File: config.mk
export PLATFORM = sky130hd
export DESIGN_NAME = cat_text_stream_filter
export DESIGN_NICKNAME = d
export VERILOG_FILES = /design/src/rtl/core/cat_pkg.sv /design/src/rtl/core/cat_front.sv /design/src/rtl/core/cat_fifo.sv /design/src/rtl/core/cat_back.sv /design/src/rtl/core/cat_text_stream_filter.sv
export VERILOG_INCLUDE_DIRS = /design/src /design/src/rtl/core
export SDC_FILE = /design/constraint.sdc
export NUM_CORES = 1
export LEC_CHECK = 0
export BUFFER_PORTS_ARGS = -buffer_cell sky130_fd_sc_hd__buf_2
export CORE_MARGIN = 4
export CORE_UTILIZATION = 50
export CTS_BUF_LIST = sky130_fd_sc_hd__clkbuf_8 sky130_fd_sc_hd__clkbuf_16
export DETAILED_ROUTE_END_ITERATION = 12
export PLACE_DENSITY = 0.66
export SETUP_SLACK_MARGIN = 0.15
export SYNTH_ARGS = -nofsm -noshare
export SYNTH_HDL_FRONTEND = slang
export SYNTH_SLANG_ARGS = --single-unit
File: constraint.sdc
create_clock -name i_clk -period 5.2 [get_ports i_clk]
set_clock_uncertainty 0.1 [all_clocks]
set_input_delay 0.78 -clock i_clk [delete_from_list [all_inputs] [get_ports i_clk]]
set_output_delay 0.78 -clock i_clk [all_outputs]
set_load 0.01 [all_outputs]
File: src/rtl/core/assert_macros.svh
// Assertion macros shared by the filter RTL; empty when SYNTHESIS is defined.
`ifndef ASSERT_MACROS_SVH
`define ASSERT_MACROS_SVH
`ifndef SYNTHESIS
// Clocked check, switched off while reset is asserted.
`define CAT_ASSERT(lbl, clk, rst_n, prop) \
    lbl: assert property (@(posedge clk) disable iff (!rst_n) prop) \
        else $error("cat filter: assertion violated");
// Clocked check that also holds through reset.
`define CAT_ASSERT_ALWAYS(lbl, clk, prop) \
    lbl: assert property (@(posedge clk) prop) \
        else $error("cat filter: assertion violated");
`else
`define CAT_ASSERT(lbl, clk, rst_n, prop)
`define CAT_ASSERT_ALWAYS(lbl, clk, prop)
`endif
`endif

File: src/rtl/core/cat_pkg.sv
// Package: constants, character codes and the job descriptor of the text filter.
package cat_pkg;

    // line number width
    localparam int unsigned NUMBER_DIGITS = 6;
    localparam int unsigned BCD_W         = 4 * NUMBER_DIGITS;
    localparam int unsigned DIG_W         = (NUMBER_DIGITS > 1) ? $clog2(NUMBER_DIGITS) : 1;
    localparam logic [DIG_W-1:0] DIG_TOP  = DIG_W'(NUMBER_DIGITS - 1);

    // job queue between front and back
    localparam int unsigned FIFO_DEPTH = 4;
    localparam int unsigned FIFO_AW    = $clog2(FIFO_DEPTH);
    localparam logic [FIFO_AW-1:0] FIFO_PTR_ONE  = FIFO_AW'(1);
    localparam logic [FIFO_AW:0]   FIFO_CNT_ONE  = (FIFO_AW + 1)'(1);
    localparam logic [FIFO_AW:0]   FIFO_FULL_CNT = (FIFO_AW + 1)'(FIFO_DEPTH);

    // configuration register indexes
    localparam logic [2:0] CFG_NUMBER_MODE      = 3'd0;
    localparam logic [2:0] CFG_SQUEEZE_BLANK    = 3'd1;
    localparam logic [2:0] CFG_SHOW_ENDS        = 3'd2;
    localparam logic [2:0] CFG_SHOW_TABS        = 3'd3;
    localparam logic [2:0] CFG_SHOW_NONPRINTING = 3'd4;

    // numbering modes; the spare code means no numbering
    localparam logic [1:0] NUM_ALL      = 2'd1;
    localparam logic [1:0] NUM_NONBLANK = 2'd2;

    // character codes
    localparam logic [7:0] CH_TAB    = 8'd9;
    localparam logic [7:0] CH_NL     = 8'd10;
    localparam logic [7:0] CH_SPACE  = 8'd32;
    localparam logic [7:0] CH_DOLLAR = 8'd36;
    localparam logic [7:0] CH_DASH   = 8'd45;
    localparam logic [7:0] CH_ZERO   = 8'd48;
    localparam logic [7:0] CH_QMARK  = 8'd63;
    localparam logic [7:0] CH_I      = 8'd73;
    localparam logic [7:0] CH_M      = 8'd77;
    localparam logic [7:0] CH_CARET  = 8'd94;
    localparam logic [7:0] CH_TILDE  = 8'd126;
    localparam logic [7:0] CH_DEL    = 8'd127;
    localparam logic [7:0] CARET_OFS = 8'd64;

    localparam int unsigned BODY_MAX = 4;

    // one kept input byte, fully classified
    typedef struct packed {
        logic                         pfx;      // emit line number prefix
        logic [BCD_W-1:0]             bcd;      // line number after the bump
        logic                         dollar;   // emit '$' before the body
        logic [2:0]                   body_cnt; // 1..4 body bytes
        logic [BODY_MAX-1:0][7:0]     body;
    } t_job;

endpackage

File: src/rtl/core/cat_front.sv
// Front end: config registers, line state, classification into job descriptors.
`include "assert_macros.svh"

module cat_front import cat_pkg::*; (
    input  logic       i_clk,
    input  logic       i_rst_n,
    input  logic       i_cfg_we,
    input  logic [2:0] i_cfg_idx,
    input  logic [1:0] i_cfg_data,
    input  logic       i_in_valid,
    input  logic [7:0] i_in_byte,
    input  logic       i_full,
    output logic       o_in_stall,
    output logic       o_push,
    output t_job       o_job
);

    logic [1:0]       r_mode;
    logic             r_squeeze;
    logic             r_show_ends;
    logic             r_show_tabs;
    logic             r_show_np;
    logic             r_prev_nl;
    logic [1:0]       r_nl_run;
    logic [BCD_W-1:0] r_bcd;

    logic [1:0]       n_nl_run;
    logic [BCD_W-1:0] n_bcd;
    logic             accept;
    logic             is_nl;
    logic             keep;
    logic             pfx;
    logic [7:0]       low;

    function automatic logic [BCD_W-1:0] bcd_bump(input logic [BCD_W-1:0] v);
        logic [BCD_W-1:0] r;
        logic             carry;
        logic             nines;
        r     = v;
        carry = 1'b1;
        nines = 1'b1;
        for (int i = 0; i < NUMBER_DIGITS; i++) begin
            if (v[4*i +: 4] != 4'd9) nines = 1'b0;
        end
        for (int i = 0; i < NUMBER_DIGITS; i++) begin
            if (carry) begin
                if (v[4*i +: 4] >= 4'd9) begin
                    r[4*i +: 4] = 4'd0;
                end else begin
                    r[4*i +: 4] = v[4*i +: 4] + 4'd1;
                    carry       = 1'b0;
                end
            end
        end
        return nines ? v : r;
    endfunction

    function automatic logic [7:0] caret(input logic [7:0] c);
        return (c == CH_DEL) ? CH_QMARK : c + CARET_OFS;
    endfunction

    assign o_in_stall = i_full;
    assign accept     = i_in_valid && !i_full;
    assign o_push     = accept && keep;

    always_comb begin
        is_nl    = (i_in_byte == CH_NL);
        n_nl_run = r_nl_run;
        keep     = 1'b1;
        if (r_squeeze) begin
            if (is_nl) begin
                if (r_nl_run != 2'd3) n_nl_run = r_nl_run + 2'd1;
            end else begin
                n_nl_run = 2'd0;
            end
            keep = !(is_nl && (n_nl_run == 2'd3));
        end
        pfx   = keep && r_prev_nl &&
                (((r_mode == NUM_NONBLANK) && !is_nl) || (r_mode == NUM_ALL));
        n_bcd = pfx ? bcd_bump(r_bcd) : r_bcd;
        low   = {1'b0, i_in_byte[6:0]};

        o_job.pfx      = pfx;
        o_job.bcd      = n_bcd;
        o_job.dollar   = r_show_ends && is_nl;
        o_job.body_cnt = 3'd1;
        o_job.body     = '0;
        o_job.body[0]  = i_in_byte;
        priority if ((i_in_byte >= CH_SPACE) && (i_in_byte <= CH_TILDE)) begin
            o_job.body[0] = i_in_byte;
        end else if (i_in_byte == CH_TAB) begin
            if (r_show_tabs) begin
                o_job.body[0]  = CH_CARET;
                o_job.body[1]  = CH_I;
                o_job.body_cnt = 3'd2;
            end
        end else if (is_nl) begin
            o_job.body[0] = i_in_byte;
        end else if ((i_in_byte < CH_SPACE) || (i_in_byte == CH_DEL)) begin
            if (r_show_np) begin
                o_job.body[0]  = CH_CARET;
                o_job.body[1]  = caret(i_in_byte);
                o_job.body_cnt = 3'd2;
            end
        end else if (r_show_np) begin
            // high byte: M- then the low seven bits
            o_job.body[0] = CH_M;
            o_job.body[1] = CH_DASH;
            if ((low >= CH_SPACE) && (low <= CH_TILDE)) begin
                o_job.body[2]  = low;
                o_job.body_cnt = 3'd3;
            end else begin
                o_job.body[2]  = CH_CARET;
                o_job.body[3]  = caret(low);
                o_job.body_cnt = 3'd4;
            end
        end else begin
            o_job.body[0] = i_in_byte;
        end
    end

    always_ff @(posedge i_clk) begin
        if (!i_rst_n) begin
            r_mode      <= '0;
            r_squeeze   <= 1'b0;
            r_show_ends <= 1'b0;
            r_show_tabs <= 1'b0;
            r_show_np   <= 1'b0;
            r_prev_nl   <= 1'b1;
            r_nl_run    <= 2'd1;
            r_bcd       <= '0;
        end else begin
            if (i_cfg_we) begin
                unique case (i_cfg_idx)
                    CFG_NUMBER_MODE:      r_mode      <= i_cfg_data;
                    CFG_SQUEEZE_BLANK:    r_squeeze   <= i_cfg_data[0];
                    CFG_SHOW_ENDS:        r_show_ends <= i_cfg_data[0];
                    CFG_SHOW_TABS:        r_show_tabs <= i_cfg_data[0];
                    CFG_SHOW_NONPRINTING: r_show_np   <= i_cfg_data[0];
                    default: ;
                endcase
            end
            if (accept) begin
                r_prev_nl <= is_nl;
                r_nl_run  <= n_nl_run;
                r_bcd     <= n_bcd;
            end
        end
    end

    `CAT_ASSERT(a_front_prev_nl, i_clk, i_rst_n, accept |=> (r_prev_nl == $past(is_nl)))
    `CAT_ASSERT(a_front_no_squeeze_keeps, i_clk, i_rst_n, (accept && !r_squeeze) |-> o_push)
    `CAT_ASSERT(a_front_third_nl_dropped, i_clk, i_rst_n, (accept && r_squeeze && is_nl && (r_nl_run >= 2'd2)) |-> !o_push)

endmodule

File: src/rtl/core/cat_fifo.sv
// Short job queue between front and back, register based.
`include "assert_macros.svh"

module cat_fifo import cat_pkg::*; (
    input  logic i_clk,
    input  logic i_rst_n,
    input  logic i_push,
    input  t_job i_job,
    input  logic i_pop,
    output logic o_full,
    output logic o_empty,
    output t_job o_head
);

    t_job               r_mem [FIFO_DEPTH];
    logic [FIFO_AW-1:0] r_wr;
    logic [FIFO_AW-1:0] r_rd;
    logic [FIFO_AW:0]   r_cnt;

    assign o_full  = (r_cnt == FIFO_FULL_CNT);
    assign o_empty = (r_cnt == '0);
    assign o_head  = r_mem[r_rd];

    always_ff @(posedge i_clk) begin
        if (i_push) r_mem[r_wr] <= i_job;
    end

    always_ff @(posedge i_clk) begin
        if (!i_rst_n) begin
            r_wr  <= '0;
            r_rd  <= '0;
            r_cnt <= '0;
        end else begin
            if (i_push) r_wr <= r_wr + FIFO_PTR_ONE;
            if (i_pop)  r_rd <= r_rd + FIFO_PTR_ONE;
            if (i_push && !i_pop)      r_cnt <= r_cnt + FIFO_CNT_ONE;
            else if (i_pop && !i_push) r_cnt <= r_cnt - FIFO_CNT_ONE;
        end
    end

    `CAT_ASSERT(a_fifo_no_overflow, i_clk, i_rst_n, i_push |-> !o_full)
    `CAT_ASSERT(a_fifo_no_underflow, i_clk, i_rst_n, i_pop |-> !o_empty)
    `CAT_ASSERT(a_fifo_cnt_range, i_clk, i_rst_n, r_cnt <= FIFO_FULL_CNT)
    `CAT_ASSERT(a_fifo_cnt_up, i_clk, i_rst_n, (i_push && !i_pop) |=> (r_cnt == $past(r_cnt) + FIFO_CNT_ONE))

endmodule

File: src/rtl/core/cat_back.sv
// Back end: turns the head job into registered output bytes, one per cycle unless stalled.
`include "assert_macros.svh"

module cat_back import cat_pkg::*; (
    input  logic       i_clk,
    input  logic       i_rst_n,
    input  logic       i_empty,
    input  t_job       i_head,
    output logic       o_pop,
    output logic       o_out_valid,
    input  logic       i_out_stall,
    output logic [7:0] o_out_byte,
    output logic       o_last
);

    typedef enum logic [1:0] {
        PH_DIGIT,
        PH_TAB,
        PH_END,
        PH_BODY
    } t_phase;

    logic       r_busy;
    t_phase     r_phase;
    logic [DIG_W-1:0] r_dig;
    logic [1:0] r_bidx;

    t_phase     cur_phase;
    logic [DIG_W-1:0] cur_dig;
    logic [1:0] cur_bidx;
    t_phase     n_phase;
    logic [DIG_W-1:0] n_dig;
    logic [1:0] n_bidx;
    logic       is_last;
    logic       emit;
    logic [7:0] byte_sel;
    logic [3:0] digit;
    logic [NUMBER_DIGITS-1:0] lead;
    logic       zeros;

    assign emit  = !i_empty && (!o_out_valid || !i_out_stall);
    assign o_pop = emit && is_last;

    always_comb begin
        // leading zeros of the number print as spaces, the units digit never does
        zeros = 1'b1;
        for (int i = NUMBER_DIGITS - 1; i >= 0; i--) begin
            zeros   = zeros && (i_head.bcd[4*i +: 4] == 4'd0);
            lead[i] = zeros && (i != 0);
        end

        if (r_busy) begin
            cur_phase = r_phase;
            cur_dig   = r_dig;
            cur_bidx  = r_bidx;
        end else begin
            cur_phase = i_head.pfx ? PH_DIGIT : (i_head.dollar ? PH_END : PH_BODY);
            cur_dig   = DIG_TOP;
            cur_bidx  = 2'd0;
        end

        digit    = i_head.bcd[4*cur_dig +: 4];
        n_phase  = cur_phase;
        n_dig    = cur_dig;
        n_bidx   = cur_bidx;
        is_last  = 1'b0;
        byte_sel = CH_SPACE;
        unique case (cur_phase)
            PH_DIGIT: begin
                byte_sel = lead[cur_dig] ? CH_SPACE : CH_ZERO + {4'd0, digit};
                if (cur_dig == '0) n_phase = PH_TAB;
                else               n_dig   = cur_dig - DIG_W'(1);
            end
            PH_TAB: begin
                byte_sel = CH_TAB;
                n_phase  = i_head.dollar ? PH_END : PH_BODY;
                n_bidx   = 2'd0;
            end
            PH_END: begin
                byte_sel = CH_DOLLAR;
                n_phase  = PH_BODY;
                n_bidx   = 2'd0;
            end
            PH_BODY: begin
                byte_sel = i_head.body[cur_bidx];
                is_last  = ({1'b0, cur_bidx} + 3'd1) == i_head.body_cnt;
                n_bidx   = cur_bidx + 2'd1;
            end
            default: ;
        endcase
    end

    always_ff @(posedge i_clk) begin
        if (!i_rst_n) begin
            r_busy      <= 1'b0;
            r_phase     <= PH_DIGIT;
            r_dig       <= DIG_TOP;
            r_bidx      <= 2'd0;
            o_out_valid <= 1'b0;
        end else begin
            if (emit) begin
                r_busy      <= !is_last;
                r_phase     <= n_phase;
                r_dig       <= n_dig;
                r_bidx      <= n_bidx;
                o_out_valid <= 1'b1;
                o_out_byte  <= byte_sel;
                o_last      <= is_last;
            end else if (!i_out_stall) begin
                o_out_valid <= 1'b0;
            end
        end
    end

    `CAT_ASSERT(a_back_busy_has_job, i_clk, i_rst_n, r_busy |-> !i_empty)
    `CAT_ASSERT(a_back_stall_no_pop, i_clk, i_rst_n, (o_out_valid && i_out_stall) |-> !o_pop)
    `CAT_ASSERT(a_back_digit_needs_pfx, i_clk, i_rst_n, (r_busy && (r_phase == PH_DIGIT)) |-> i_head.pfx)
    `CAT_ASSERT(a_back_pop_ends_job, i_clk, i_rst_n, o_pop |=> !r_busy)

endmodule

File: src/rtl/core/cat_text_stream_filter.sv
// Top level of the byte-stream text filter (line numbers, squeeze, $ ends, caret/M- forms).
//
//  channel  dir  handshake                     payload
//  -------  ---  ----------------------------  ----------------------
//  in       in   i_in_valid / o_in_stall       i_in_byte
//  out      out  o_out_valid / i_out_stall     o_out_byte, o_last
//  cfg      in   i_cfg_we (no wait)            i_cfg_idx, i_cfg_data
//
// Rate: the back end emits one byte per cycle while a job is queued and i_out_stall is
//   low; an input byte expands to 0 to 11 output bytes (a dropped newline to none); a
//   plain byte passes at one transaction per cycle while the output does not stall.
// A job is written to the queue first; its first output byte is then registered.
// A four-entry job queue separates front and back; o_in_stall is high while it is full.
// Reset: synchronous, active low; no clearing pass.
// o_out_valid holds with its byte while i_out_stall is high.

module cat_text_stream_filter import cat_pkg::*; (
    input  logic       i_clk,
    input  logic       i_rst_n,
    // configuration
    input  logic       i_cfg_we,
    input  logic [2:0] i_cfg_idx,
    input  logic [1:0] i_cfg_data,
    // input stream
    input  logic       i_in_valid,
    output logic       o_in_stall,
    input  logic [7:0] i_in_byte,
    // output stream
    output logic       o_out_valid,
    input  logic       i_out_stall,
    output logic [7:0] o_out_byte,
    output logic       o_last
);

    // front to queue
    logic push;
    t_job job;
    // queue to back
    logic full;
    logic empty;
    logic pop;
    t_job head;

    // classify each byte and keep the line state; dropped newlines never reach the queue
    cat_front u_front (
        .i_clk      (i_clk),
        .i_rst_n    (i_rst_n),
        .i_cfg_we   (i_cfg_we),
        .i_cfg_idx  (i_cfg_idx),
        .i_cfg_data (i_cfg_data),
        .i_in_valid (i_in_valid),
        .i_in_byte  (i_in_byte),
        .i_full     (full),
        .o_in_stall (o_in_stall),
        .o_push     (push),
        .o_job      (job)
    );

    // jobs waiting to be expanded
    cat_fifo u_fifo (
        .i_clk   (i_clk),
        .i_rst_n (i_rst_n),
        .i_push  (push),
        .i_job   (job),
        .i_pop   (pop),
        .o_full  (full),
        .o_empty (empty),
        .o_head  (head)
    );

    // expansion: prefix digits, tab, '$', body; pops the job on its final byte
    cat_back u_back (
        .i_clk       (i_clk),
        .i_rst_n     (i_rst_n),
        .i_empty     (empty),
        .i_head      (head),
        .o_pop       (pop),
        .o_out_valid (o_out_valid),
        .i_out_stall (i_out_stall),
        .o_out_byte  (o_out_byte),
        .o_last      (o_last)
    );

endmodule

-- After elaboration in Yosys (flattened, before gate mapping)
Memory sizes are Yosys's and may differ from the RTL's. A register that Yosys moved wholly into a read port is not among the register bits.
Cells that the tools add are included.
- flip-flop bits (word level): 58
- RAM bits: 244
- memories: 1
- reduce and logical (&&, ||, !) cells: 47
- multiplexer cells: 82
- order comparisons: 13
- eq/ne operators: 24
- $add $sub $neg: 17
- shift-type cells: 1
- memories (name ; words ; bits a word ; read ports ; clocked after Yosys merged registers in ; write ports ; RTL line ; text):
    u_fifo.r_mem ; 4 ; 61 ; 1 ; 1 ; 1 ; cat_fifo.sv:15 ; t_job r_mem [FIFO_DEPTH];
- operators with widths (kind ; number):
    $mux 27 ; 7
    $mux 16 ; 5
    $mux 8 ; 8
    $mux 24 ; 2
    $mux 4 ; 11
    $pmux 8 s4 ; 1
    $add 4x1->4 const B ; 6
    $ge 4x4->1 const B ; 6
    $mux 3 ; 8
    $ne 4x4->1 const B ; 6
    $shiftx 24x6->4 ; 1
    $mux 1 ; 23
    $mux 2 ; 11
    $logic_not 4->1 ; 5
    $logic_and 1x1->1 ; 17
    $bmux 8 s2 ; 1
    $eq 8x4->1 const B ; 2
    $mux 15 ; 1
    $reduce_and 2->1 ; 7
    $logic_not 1->1 ; 9
    $logic_not 3->1 ; 3
    $add 2x1->2 const B ; 4
    $add 7x7->8 const B ; 1
    $add 8x7->8 const B ; 1
    other kinds (29) ; 38

-- Logic depth before layout (Yosys ltp)
Gate-level depths: netlist of the first run.
- depth in word-level cells: 13
- mapped depth: 15

-- By module
From an unflattened synthesis of the first run, not the netlist that was laid out.
- cells, all modules: 923
- area, all modules: 13844.5 µm²
- by module, submodules not included (module ; times used ; cells each ; area an instance (µm²)):
    cat_fifo ; 1 ; 362 ; 9315.2
    cat_front ; 1 ; 400 ; 3039.2
    cat_back ; 1 ; 161 ; 1490.2

-- Worst setup path before layout of the first run
No wires, ideal clock.
- kind: input-to-reg
- start: input port i_in_byte[6]
- end: memory u_fifo.r_mem[0][0] (netlist name), enable pin
- setup slack: 1389 ps
- required time: 4676 ps
- data arrival time: 3287 ps
- stages on the path: 7
- path buffers: 0
- setup time: 424 ps
- cells stage by stage: inv_1 -> ha_1 -> nand2_1 -> or3_1 -> nor2_1 -> a31oi_1 -> and2_1
- longest elaborated chain between the ends: 10
- ends and longest elaborated chain (element ; RTL line ; text):
    start, declared ; cat_text_stream_filter.sv:27 ; input logic [7:0] i_in_byte,
    $eq 8x4->1 * ; cat_front.sv:67 ; is_nl = (i_in_byte == CH_NL);
    $mux 2 ; cat_front.sv:71 ; if (is_nl) begin
    $mux 2 ; cat_front.sv:70 ; if (r_squeeze) begin
    $eq 2x2->1 ; cat_front.sv:76 ; keep = !(is_nl && (n_nl_run == 2'd3));
    $logic_and 1x1->1 * ; cat_front.sv:76 ;
    $logic_not 1->1 * ; cat_front.sv:76 ;
    $mux 1 * ; cat_front.sv:70 ;
    $logic_and 1x1->1 * ; cat_front.sv:64 ; assign o_push = accept && keep;
    net push ; cat_text_stream_filter.sv:36 ; logic push;
    $mux 1 * ; cat_fifo.sv:25 ; if (i_push) r_mem[r_wr] <= i_job;
    $mux 1 (not written as such) * ; cat_fifo.sv:25 ;
    end, declared ; cat_fifo.sv:15 ;
Mark *: on every way through the listed nets, which the timed path passes. The rest lies on a longest branch. The select of a mux whose other input is x is not followed.

==> run_results.csv, run 1 <==
group,metric,value,unit
worst_setup_path,cp_num_cells,12,
sta,setup_ws,1229,ps
worst_setup_path,startpoint_type,"register",
yosys,ys.flop_type,"edfxtp_1",
layout,seq_area,8503,µm²
min_path,holdPathStages,3,
worst_setup_path,crit_arrival,4350,ps
worst_setup_path,crit_slowest_cell,"dfxtp_4",
floorplan,coreArea,26350,µm²
worst_setup_path,worstPathMaxFanout,33,
drt,wire_per_inst,21.29,µm
drt,ant_nets,0,
sta,tightest_slew,927.6,ps
min_path,min_path_type,"in -> reg",
drt,via_count,7749,
floorplan,die_area,29710,µm²
cts,post_cts_resized,0,
global_route,grt_start_max_net_pins,61,
sta,relSlewSlack,37.63,%
yosys,ys_seq_area_share,62.91,%
job,maxCapViolations,0,
cts,clock_sinks,300,
layout,diodes,0,
global_route,grt_pass1_vias,7692,
global_route,grt-ovfl-total,0,
cts,clk_pin_slew_worst_paths,60,ps
worst_setup_path,r2r_slack,1230,ps
worst_setup_path,worst-endpoint-required,5580,ps
floorplan,pin_count,29,
layout,syn2layout_area_growth,11.00,%
cts,cts_setup_buffers,0,
global_route,grt_pass1_wl,44870,µm
worst_setup_path,crit_top_cell,"inv_1",
yosys,async_flop_share,0,%
global_route,grt.total_usage,19.62,%
layout,drive_gt1_share,19.55,%
cts,cts_max_path_buffers,3,
yosys,ys_warn_count,0,
layout,utilization,56.90,%
power,cellLeakagePower,5.238,nW
sta,report.final.slew_viol_count,0,
cts,clock_latency,550,ps
sta,setup_viol,0,
worst_setup_path,crit_type,"reg -> reg",
power,worst_ir_drop_vdd,271.8,µV
cts,cts_tree,"yes",
cts,cts_inserted_buffers,30,
worst_setup_path,critPathCaptureType,"register",
layout,nNetsFinal,1017,
global_route,antenna_found_initial,0,
worst_setup_path,path_cells,"buf_4 > mux4_2 > xnor2_1 > nand4_1 > nor2_2 > inv_1 > ha_1 > inv_1 > fa_1 > xor2_1 > or3_1 > a21oi_1",
floorplan,fp.dieW,172.4,µm
placement,place.gp.congestion,0.8930,
sta,grt_setup_unrepaired,"false",
cts,h-tree-depth,1,
floorplan,start_util,51.26,%
worst_setup_path,slowest_delay,750,ps
floorplan,std_cell_rows,59,
yosys,synth_area,13510,µm²
sta,timing.setup.tns,0,ps
cts,cts-root-buf,"clkbuf_16",
placement,place_hpwl,18670,µm
placement,io_buffers,28,
placement,placed_area,13980,µm²
drt,firstDrtPassIters,5,
cts,cts-hold-fix-buffers,0,
sta,hold_violations,0,
drt,drc_errors,0,
yosys,synth_cells,926,
drt,drtIter0Drc,729,
floorplan,die_y,172.4,µm
placement,place_ws,1161,ps
yosys,ys_seq_elements,300,
status,status,"finished clean",
worst_setup_path,cp_top_family,"buffers and inverters",
power,power_density,423.2,nW/µm²
worst_setup_path,crit_buf_inv,3,
layout,multi_input_area,4664,µm²
yosys,syn_avg_cell_area,14.59,µm²
layout,finish.instance_area,15000,µm²
drt,drt-total-wl,28150,µm
sta,fin_crit_sh,76.36,%
worst_setup_path,ff2ff_path_depth,12,
yosys,synth_cell_types,84,
sta,fin_crit,3971,ps
yosys,synth_edf_count,249,
sta,timing.fmax,251.9,MHz
drt,vias_per_cell,5.862,
layout,fill_cells,2058,
==> through the flow <==
step / std cells / power, mW / hold WS [ps]
floorplan: 929 / 3.886 / 337.2
global placement: 1267 / 4.198 / 370.6
detailed placement: 1267 / 4.215 / 376.1
CTS: 1322 / 6.410 / 352.2
global route: 1322 / 6.646 / 392.9
finish: 1322 / 6.346 / 373.2
==> worst register-to-register path, stage by stage (launching register included) <==
cell     delay, ps
dfxtp_4        750
buf_4          650
mux4_2         600
xnor2_1        140
nand4_1        170
nor2_2          80
inv_1          150
ha_1           200
inv_1           70
fa_1           380
xor2_1         180
or3_1          300
a21oi_1        140
==> synthesized netlist by cell type, types with 5 or more instances <==
library cell,count,area (µm²)
a21boi_0,5,37.54
a21oi_1,33,165.2
a22oi_1,6,45.04
a31oi_1,7,43.79
and2_1,16,100.1
and3_1,6,37.54
buf_2,13,65.06
buf_6,6,67.56
clkbuf_1,13,48.80
dfxtp_1,51,1021
edfxtp_1,249,7477
ha_1,34,425.4
inv_1,35,131.4
mux2_2,5,56.30
mux2i_1,22,220.2
mux4_2,66,1486
nand2_1,73,274.0
nand2b_1,12,75.07
nand3_1,21,105.1
nand4_1,7,43.79
nor2_1,79,296.5
nor2b_1,15,93.84
nor3_1,6,30.03
o211ai_1,6,45.04
o21ai_0,29,145.1
o22ai_1,5,31.28
or3_1,5,31.28
xnor2_1,6,52.55
==> registers in the layout, summed over array words and instances (netlist names), named ones only <==
register and count:
u_back.o_last 1, u_back.o_out_byte 8, u_back.o_out_valid 1, u_back.r_bidx 2, u_back.r_busy 1, u_back.r_dig 3, u_back.r_phase 2, u_fifo.r_cnt 3
u_fifo.r_mem 240, u_fifo.r_rd 2, u_fifo.r_wr 2, u_front.r_bcd 24, u_front.r_mode 2, u_front.r_nl_run 2, u_front.r_prev_nl 1, u_front.r_show_ends 1
u_front.r_show_np 1, u_front.r_show_tabs 1, u_front.r_squeeze 1
==> metal layers <==
metal	vias up	global-route usage, %	share of wire [%]
met3	30	2.629	5.3
li1	3623	-	-
met1	3884	31.21	48
met4	0	4.033	1.4
met5	-	0	0
met2	212	29.27	45
==> layout by cell type (no fill, tap or decap), types with 11 or more instances in the layout <==
cell type    n
inv_1       42
o21ai_0     29
clkbuf_16   31
mux4_2      66
buf_4       11
nand2b_1    12
nor2_1      79
mux2i_1     22
a21oi_1     33
dfxtp_1     49
nor2b_1     15
nand3_1     21
buf_2       28
edfxtp_1   249
nand2_1     73
ha_1        34
and2_1      12
==> power breakdown <==
group	switching [mW]	internal, mW	total, mW
clock	0.875	1.32	2.19
combinational	0.658	0.439	1.10
sequential	0.129	2.93	3.06
total	1.66	4.68	6.35
==> final timing paths <==
| path | start | end |
|---|---|---|
| worst max register to register | register | u_fifo.r_cnt[2] |
| worst min register to register | u_back.o_out_valid | u_back.o_out_valid |
| worst min-delay path | i_cfg_data[1] | u_front.r_mode[1] |
| worst max-delay path | register | u_fifo.r_cnt[2] |
==> final cells by class <==
| type | count | area share (%) |
|---|---|---|
| sequential | 300 | 56.70 |
| timing repair buffer | 40 | 1.619 |
| clock buffer | 34 | 5.448 |
| tap | 335 | 2.795 |
| clock inverter | 21 | 1.352 |
| inverter | 39 | 0.9762 |
| multi-input combinational | 553 | 31.11 |
==> cells by family (layout without fill, tap and decap cells) <==
kind of cell    count (synthesis)  count (layout)  synth area share (%)
xor+xnor                        9               9                0.5835
fa+ha+maj                      35              35                 3.297
buf+inv                        76             134                 2.686
compound gates                135             135                 6.743
other cells                     1               4               0.02776
simple gates                  276             276                 10.62
flops                         300             300                 62.91
mux                            94              94                 13.13
Power figures use the tool's default switching activity.
==> inputs of run 2 (changes only) <==
ABC_AREA = 1   (was default)
clock period = 3.7 ns   (was 5.2 ns; I/O delays follow)
==> run 2 against run 1 <==
Flip-flop and latch count did not move. Utilization fell by 0.12 points. Via count rose by 36%. Setup slack got worse by 660 ps. Clock power rose by 42%. Synthesized cell count rose by 64%. Critical path depth rose by 3. First-iteration DRC count rose by 39%. Non-clock buffer count rose by 9. Final area rose by 6.1%. Maximum frequency rose by 27%. Highest routed layer unchanged.
==> run_results.csv, run 2 <==
group,metric,value,unit
cts,h-tree-depth,1,
worst_setup_path,worstPathMaxFanout,35,
power,cellLeakagePower,6.538,nW
floorplan,coreArea,28010,µm²
layout,final_cell_mix,"447 x nand2_1, 249 x edfxtp_1, 194 x nand3_1, 124 x inv_1, 98 x nor2_1",
yosys,synth_cell_types,48,
yosys,ys_top_cells_by_area,"edfxtp_1 52%, nand2_1 12%, dfxtp_1 7.2%",
global_route,grt_pass1_vias,9995,
sta,grt_setup_unrepaired,"false",
yosys,ys.flop_type,"edfxtp_1",
cts,cts_max_path_buffers,3,
sta,setup_ws,566.2,ps
drt,drt-total-wl,33000,µm
status,status,"finished clean",
placement,place.gp.congestion,0.8923,
yosys,synth_common_cells,"447 x nand2_1, 249 x edfxtp_1, 194 x nand3_1",
power,seqPwrFrac,47.2,%
layout,largest-register,"u_fifo.r_mem",
yosys,synth_edf_count,249,
yosys,yosysTopAreaCell,"edfxtp_1",
sta,timing.fmax,319.1,MHz
cts,clk_pin_slew_worst_paths,60,ps
yosys,ys_seq_elements,300,
layout,diodes,0,
cts,cts-hold-fix-buffers,0,
power,p_clk_share,34.8,%
job,maxCapViolations,0,
sta,tightest_slew,785.9,ps
cts,post_cts_resized,0,
cts,cts_inserted_buffers,31,
power,p_sw,2.559,mW
floorplan,fp.dieW,177.0,µm
placement,placed_area,14850,µm²
power,p_comb_share,18.0,%
drt,drtIter0Drc,1011,
layout,reg_top3,"u_fifo.r_mem x240, u_front.r_bcd x24, u_back.o_out_byte x8",
worst_setup_path,worst-endpoint-required,4050,ps
yosys,ys_warn_count,0,
cts,cts-root-buf,"clkbuf_16",
drt,firstDrtPassIters,5,
cts,clock_latency,560,ps
cts,cts_setup_buffers,0,
floorplan,start_util,50.96,%
cts,clock_sinks,300,
floorplan,std_cell_rows,61,
layout,largest_reg_flops,240,
floorplan,pin_count,29,
global_route,grt.total_usage,21.06,%
yosys,synth_area,14270,µm²
sta,report.final.slew_viol_count,0,
power,switching_share,28.59,%
cts,cts_tree,"yes",
placement,place_hpwl,21160,µm
yosys,yosysMostFrequentCell,"nand2_1",
worst_setup_path,crit_type,"reg -> reg",
yosys,syn_avg_cell_area,9.409,µm²
floorplan,die_area,31310,µm²
yosys,synth_cells,1517,
global_route,grt_start_max_net_pins,87,
floorplan,die_y,177.0,µm
worst_setup_path,startpoint_type,"register",
power,p_int,6.392,mW
layout,utilization,56.78,%
yosys,synth_top_cell_area_share,52.38,%
layout,finish.instance_area,15900,µm²
global_route,antenna_found_initial,1,
min_path,min_path_type,"in -> reg",
worst_setup_path,r2r_slack,570,ps
sta,fin_crit,3134,ps
layout,fill_cells,2395,
drt,ant_nets,0,
placement,io_buffers,28,
layout,drive_gt1_share,9.579,%
yosys,ys_seq_area_share,59.54,%
drt,vias_per_cell,5.421,
worst_setup_path,critPathCaptureType,"register",
sta,relSlewSlack,47.41,%
global_route,grt_pass1_wl,52800,µm
power,worst_ir_drop_vdd,392.1,µV
global_route,grt-ovfl-total,0,
drt,via_count,10540,
drt,wire_per_inst,16.98,µm
sta,setup_viol,0,
yosys,async_flop_share,0,%
layout,final_common_cell,"nand2_1",
drt,drc_errors,0,
worst_setup_path,crit_arrival,3480,ps
sta,hold_violations,0,
layout,syn2layout_area_growth,11.42,%
layout,nNetsFinal,1594,
power,power_density,562.8,nW/µm²
sta,fin_crit_sh,84.70,%
placement,place_ws,406.0,ps
power,fin_total_pwr,8.950,mW
## run 2: metrics by stage
step | instances | setup TNS, ps | hold WS, ps
3_5_place_dp | 1886 | 0 | 352.4
4_1_cts | 1944 | 0 | 150.2
5_1_grt | 1944 | 0 | 180.4
6_report | 1944 | 0 | 170.6
3_3_place_gp | 1886 | 0 | 339.8
2_1_floorplan | 1520 | -138180 | 322.5
## run 2: final timing paths
path              cells after the start                 to              start
setup / recovery                     15    u_fifo.r_cnt[1]           register
hold / removal                        3  u_front.r_squeeze      i_cfg_data[0]
setup reg to reg                     15    u_fifo.r_cnt[1]           register
hold reg to reg                       2  u_front.r_prev_nl  u_front.r_prev_nl
## run 2: power groups by stage
stage               sequential [mW]  clock (mW)  combinational (mW)
finish                         4.22        3.11                1.61
global route                   4.25        3.32                1.82
CTS                            4.22        3.17                1.61
detailed placement             4.29           0                1.61
global placement               4.28           0                1.57
floorplan                      4.27           0                1.11
## run 2: final cells by class
cell class | instances | area [µm²] | area share, %
flip-flops and latches | 300 | 8503 | 53.47
multi-input cells | 1027 | 5005 | 31.47
clock buffers | 36 | 844.6 | 5.310
inverters | 132 | 498.0 | 3.131
well taps | 378 | 473.0 | 2.974
repair buffers | 49 | 380.4 | 2.392
clock inverters | 22 | 200.2 | 1.259
## run 2: worst max-delay path, cell delays in order (launching register included)
cell and delay, ps:
dfxtp_4 410, buf_6 220, nand2_1 90, nand3_1 70, nand2_1 90, nand2_1 50, o21ai_0 170, ha_2 400
nand2_1 100, nor2_1 150, nand3_2 160, ha_1 220, inv_1 100, fa_1 430, o21ai_0 180, a21oi_1 60
## run 2: cell families (layout without fill, tap and decap cells)
kind of cell,after synthesis,in the layout,share of synthesized area [%]
fa+ha+maj,35,35,3.121
flops,300,300,59.54
compound gates,165,165,6.434
xor+xnor,9,9,0.5523
buf+inv,193,239,5.707
simple gates,814,814,24.62
other cells,1,4,0.02627
## run 2: layer usage
layer	global-route usage [%]	wire (µm)	vias to the layer above
li1	-	-	5198
met1	31.02	15130	4963
met2	33.03	15040	327
met3	3.034	2150	51
met4	5.738	683	0
met5	0	0	-
==> inputs of run 3 (changes only) <==
clock period = 3.3 ns   (was 3.7 ns; I/O delays follow)
==> run 3 against run 2 <==
Critical path depth down 2. Sequential share of layout area up 0.46 points. Flip-flop and latch count unchanged. Register-to-register slack worse by 160 ps. Global-route usage down 0.11 points. Hold slack worse by 62 ps. Clock power up 6.4%. Count of clock-buffer cells in the layout down 2. Setup slack worse by 160 ps. Sequential power up 12%. Wire length about the same. Critical path type unchanged. Largest power group unchanged.
==> run_results.csv, run 3 (synthesis gave the netlist of run 2 again) <==
group,metric,value,unit
sta,relSlewSlack,35.65,%
cts,post_cts_resized,0,
sta,tightest_slew,965.2,ps
cts,cts_inserted_buffers,31,
placement,placed_area,14790,µm²
sta,fin_crit,2897,ps
layout,finish.instance_area,15770,µm²
worst_setup_path,critPathCaptureType,"register",
drt,wire_per_inst,16.99,µm
sta,grt_setup_unrepaired,"false",
cts,clock_latency,570,ps
drt,firstDrtPassIters,7,
cts,cts_tree,"yes",
cts,cts-root-buf,"clkbuf_16",
layout,drive_gt1_share,9.137,%
floorplan,fp.dieW,177.0,µm
status,status,"finished clean",
sta,setup_ws,403.1,ps
drt,ant_nets,0,
min_path,min_path_type,"in -> reg",
sta,report.final.slew_viol_count,0,
drt,drt-total-wl,33020,µm
global_route,grt_pass1_vias,9685,
global_route,grt_start_max_net_pins,69,
cts,cts_max_path_buffers,3,
job,maxCapViolations,0,
sta,timing.fmax,345.2,MHz
sta,setup_viol,0,
power,p_int,7.017,mW
placement,place_hpwl,20850,µm
floorplan,pin_count,29,
layout,reg_top3,"u_fifo.r_mem x240, u_front.r_bcd x24, u_back.o_out_byte x8",
power,p_clk_share,33.7,%
drt,via_count,10550,
global_route,antenna_found_initial,0,
layout,utilization,56.30,%
power,p_sw,2.826,mW
worst_setup_path,worstPathMaxFanout,68,
floorplan,std_cell_rows,61,
cts,cts_setup_buffers,0,
power,power_density,624.2,nW/µm²
floorplan,start_util,50.96,%
drt,drtIter0Drc,926,
global_route,grt-ovfl-total,0,
worst_setup_path,crit_type,"reg -> reg",
power,cellLeakagePower,6.483,nW
placement,place_ws,249.0,ps
cts,cts-hold-fix-buffers,0,
cts,h-tree-depth,1,
worst_setup_path,worst-endpoint-required,3650,ps
power,seqPwrFrac,48.1,%
power,switching_share,28.71,%
layout,largest_reg_flops,240,
layout,final_common_cell,"nand2_1",
power,p_comb_share,18.3,%
worst_setup_path,startpoint_type,"register",
layout,syn2layout_area_growth,10.48,%
drt,drc_errors,0,
sta,hold_violations,0,
sta,timing.setup.tns,0,ps
worst_setup_path,crit_arrival,3250,ps
global_route,grt.total_usage,20.95,%
sta,fin_crit_sh,87.79,%
layout,nNetsFinal,1594,
cts,clk_pin_slew_worst_paths,60,ps
floorplan,die_y,177.0,µm
drt,vias_per_cell,5.430,
global_route,grt_pass1_wl,52300,µm
floorplan,coreArea,28010,µm²
power,worst_ir_drop_vdd,405.2,µV
placement,io_buffers,28,
floorplan,die_area,31310,µm²
placement,place.gp.congestion,0.8847,
layout,diodes,0,
layout,final_cell_mix,"447 x nand2_1, 249 x edfxtp_1, 194 x nand3_1, 124 x inv_1, 98 x nor2_1",
cts,clock_sinks,300,
layout,largest-register,"u_fifo.r_mem",
run 3: worst max-delay path, cell delays in order (launching register included):
cell and delay (ps):
dfxtp_4 380, buf_4 580, nand2_1 100, nand3_1 130, nand2_1 60, nand2_1 50
nand2_1 70, nor2_1 170, nand3_2 190, ha_1 240, inv_1 100, fa_1 410
o21ai_0 150, a21oi_1 50
run 3: power groups by stage:
stage | combinational [mW] | clock, mW | sequential (mW)
6_report | 1.80 | 3.31 | 4.73
2_1_floorplan | 1.25 | 0 | 4.78
3_3_place_gp | 1.76 | 0 | 4.80
4_1_cts | 1.80 | 3.38 | 4.73
5_1_grt | 2.03 | 3.54 | 4.77
3_5_place_dp | 1.79 | 0 | 4.81
run 3: per-stage QoR:
| step | hold WS, ps | power (mW) | instances |
|---|---|---|---|
| after CTS | 88.47 | 9.908 | 1943 |
| after floorplan | 322.5 | 6.031 | 1520 |
| after detailed placement | 347.6 | 6.602 | 1886 |
| after global placement | 338.9 | 6.565 | 1886 |
| final | 108.9 | 9.843 | 1943 |
| after global routing | 116.4 | 10.34 | 1943 |
run 3: worst paths after layout:
| check | to | cells after the start | slack (ps) | start |
|---|---|---|---|---|
| worst max-delay path | u_fifo.r_cnt[1] | 13 | 400 | register |
| worst max register to register | u_fifo.r_cnt[1] | 13 | 400 | register |
| worst min register to register | u_front.r_prev_nl | 2 | 360 | u_front.r_prev_nl |
| worst min-delay path | u_front.r_squeeze | 3 | 110 | i_cfg_data[0] |
run 3: final cells by class:
| class | instances | area, µm² |
|---|---|---|
| sequential | 300 | 8503 |
| fill | 2476 | 12240 |
| clock buffer | 34 | 817.0 |
| multi-input combinational | 1027 | 5002 |
| inverter | 132 | 498.0 |
| tap | 378 | 473.0 |
| timing repair buffer | 49 | 310.3 |
| clock inverter | 23 | 165.2 |
run 3: routing by layer:
metal  vias to the layer above  track usage (%)  part of all wire [%]
met3                        44            2.713                   7.4
met1                      4984            31.48                    46
met4                         0            4.965                   1.8
li1                       5201                -                     -
met2                       321            32.74                    45
met5                         -                0                     0
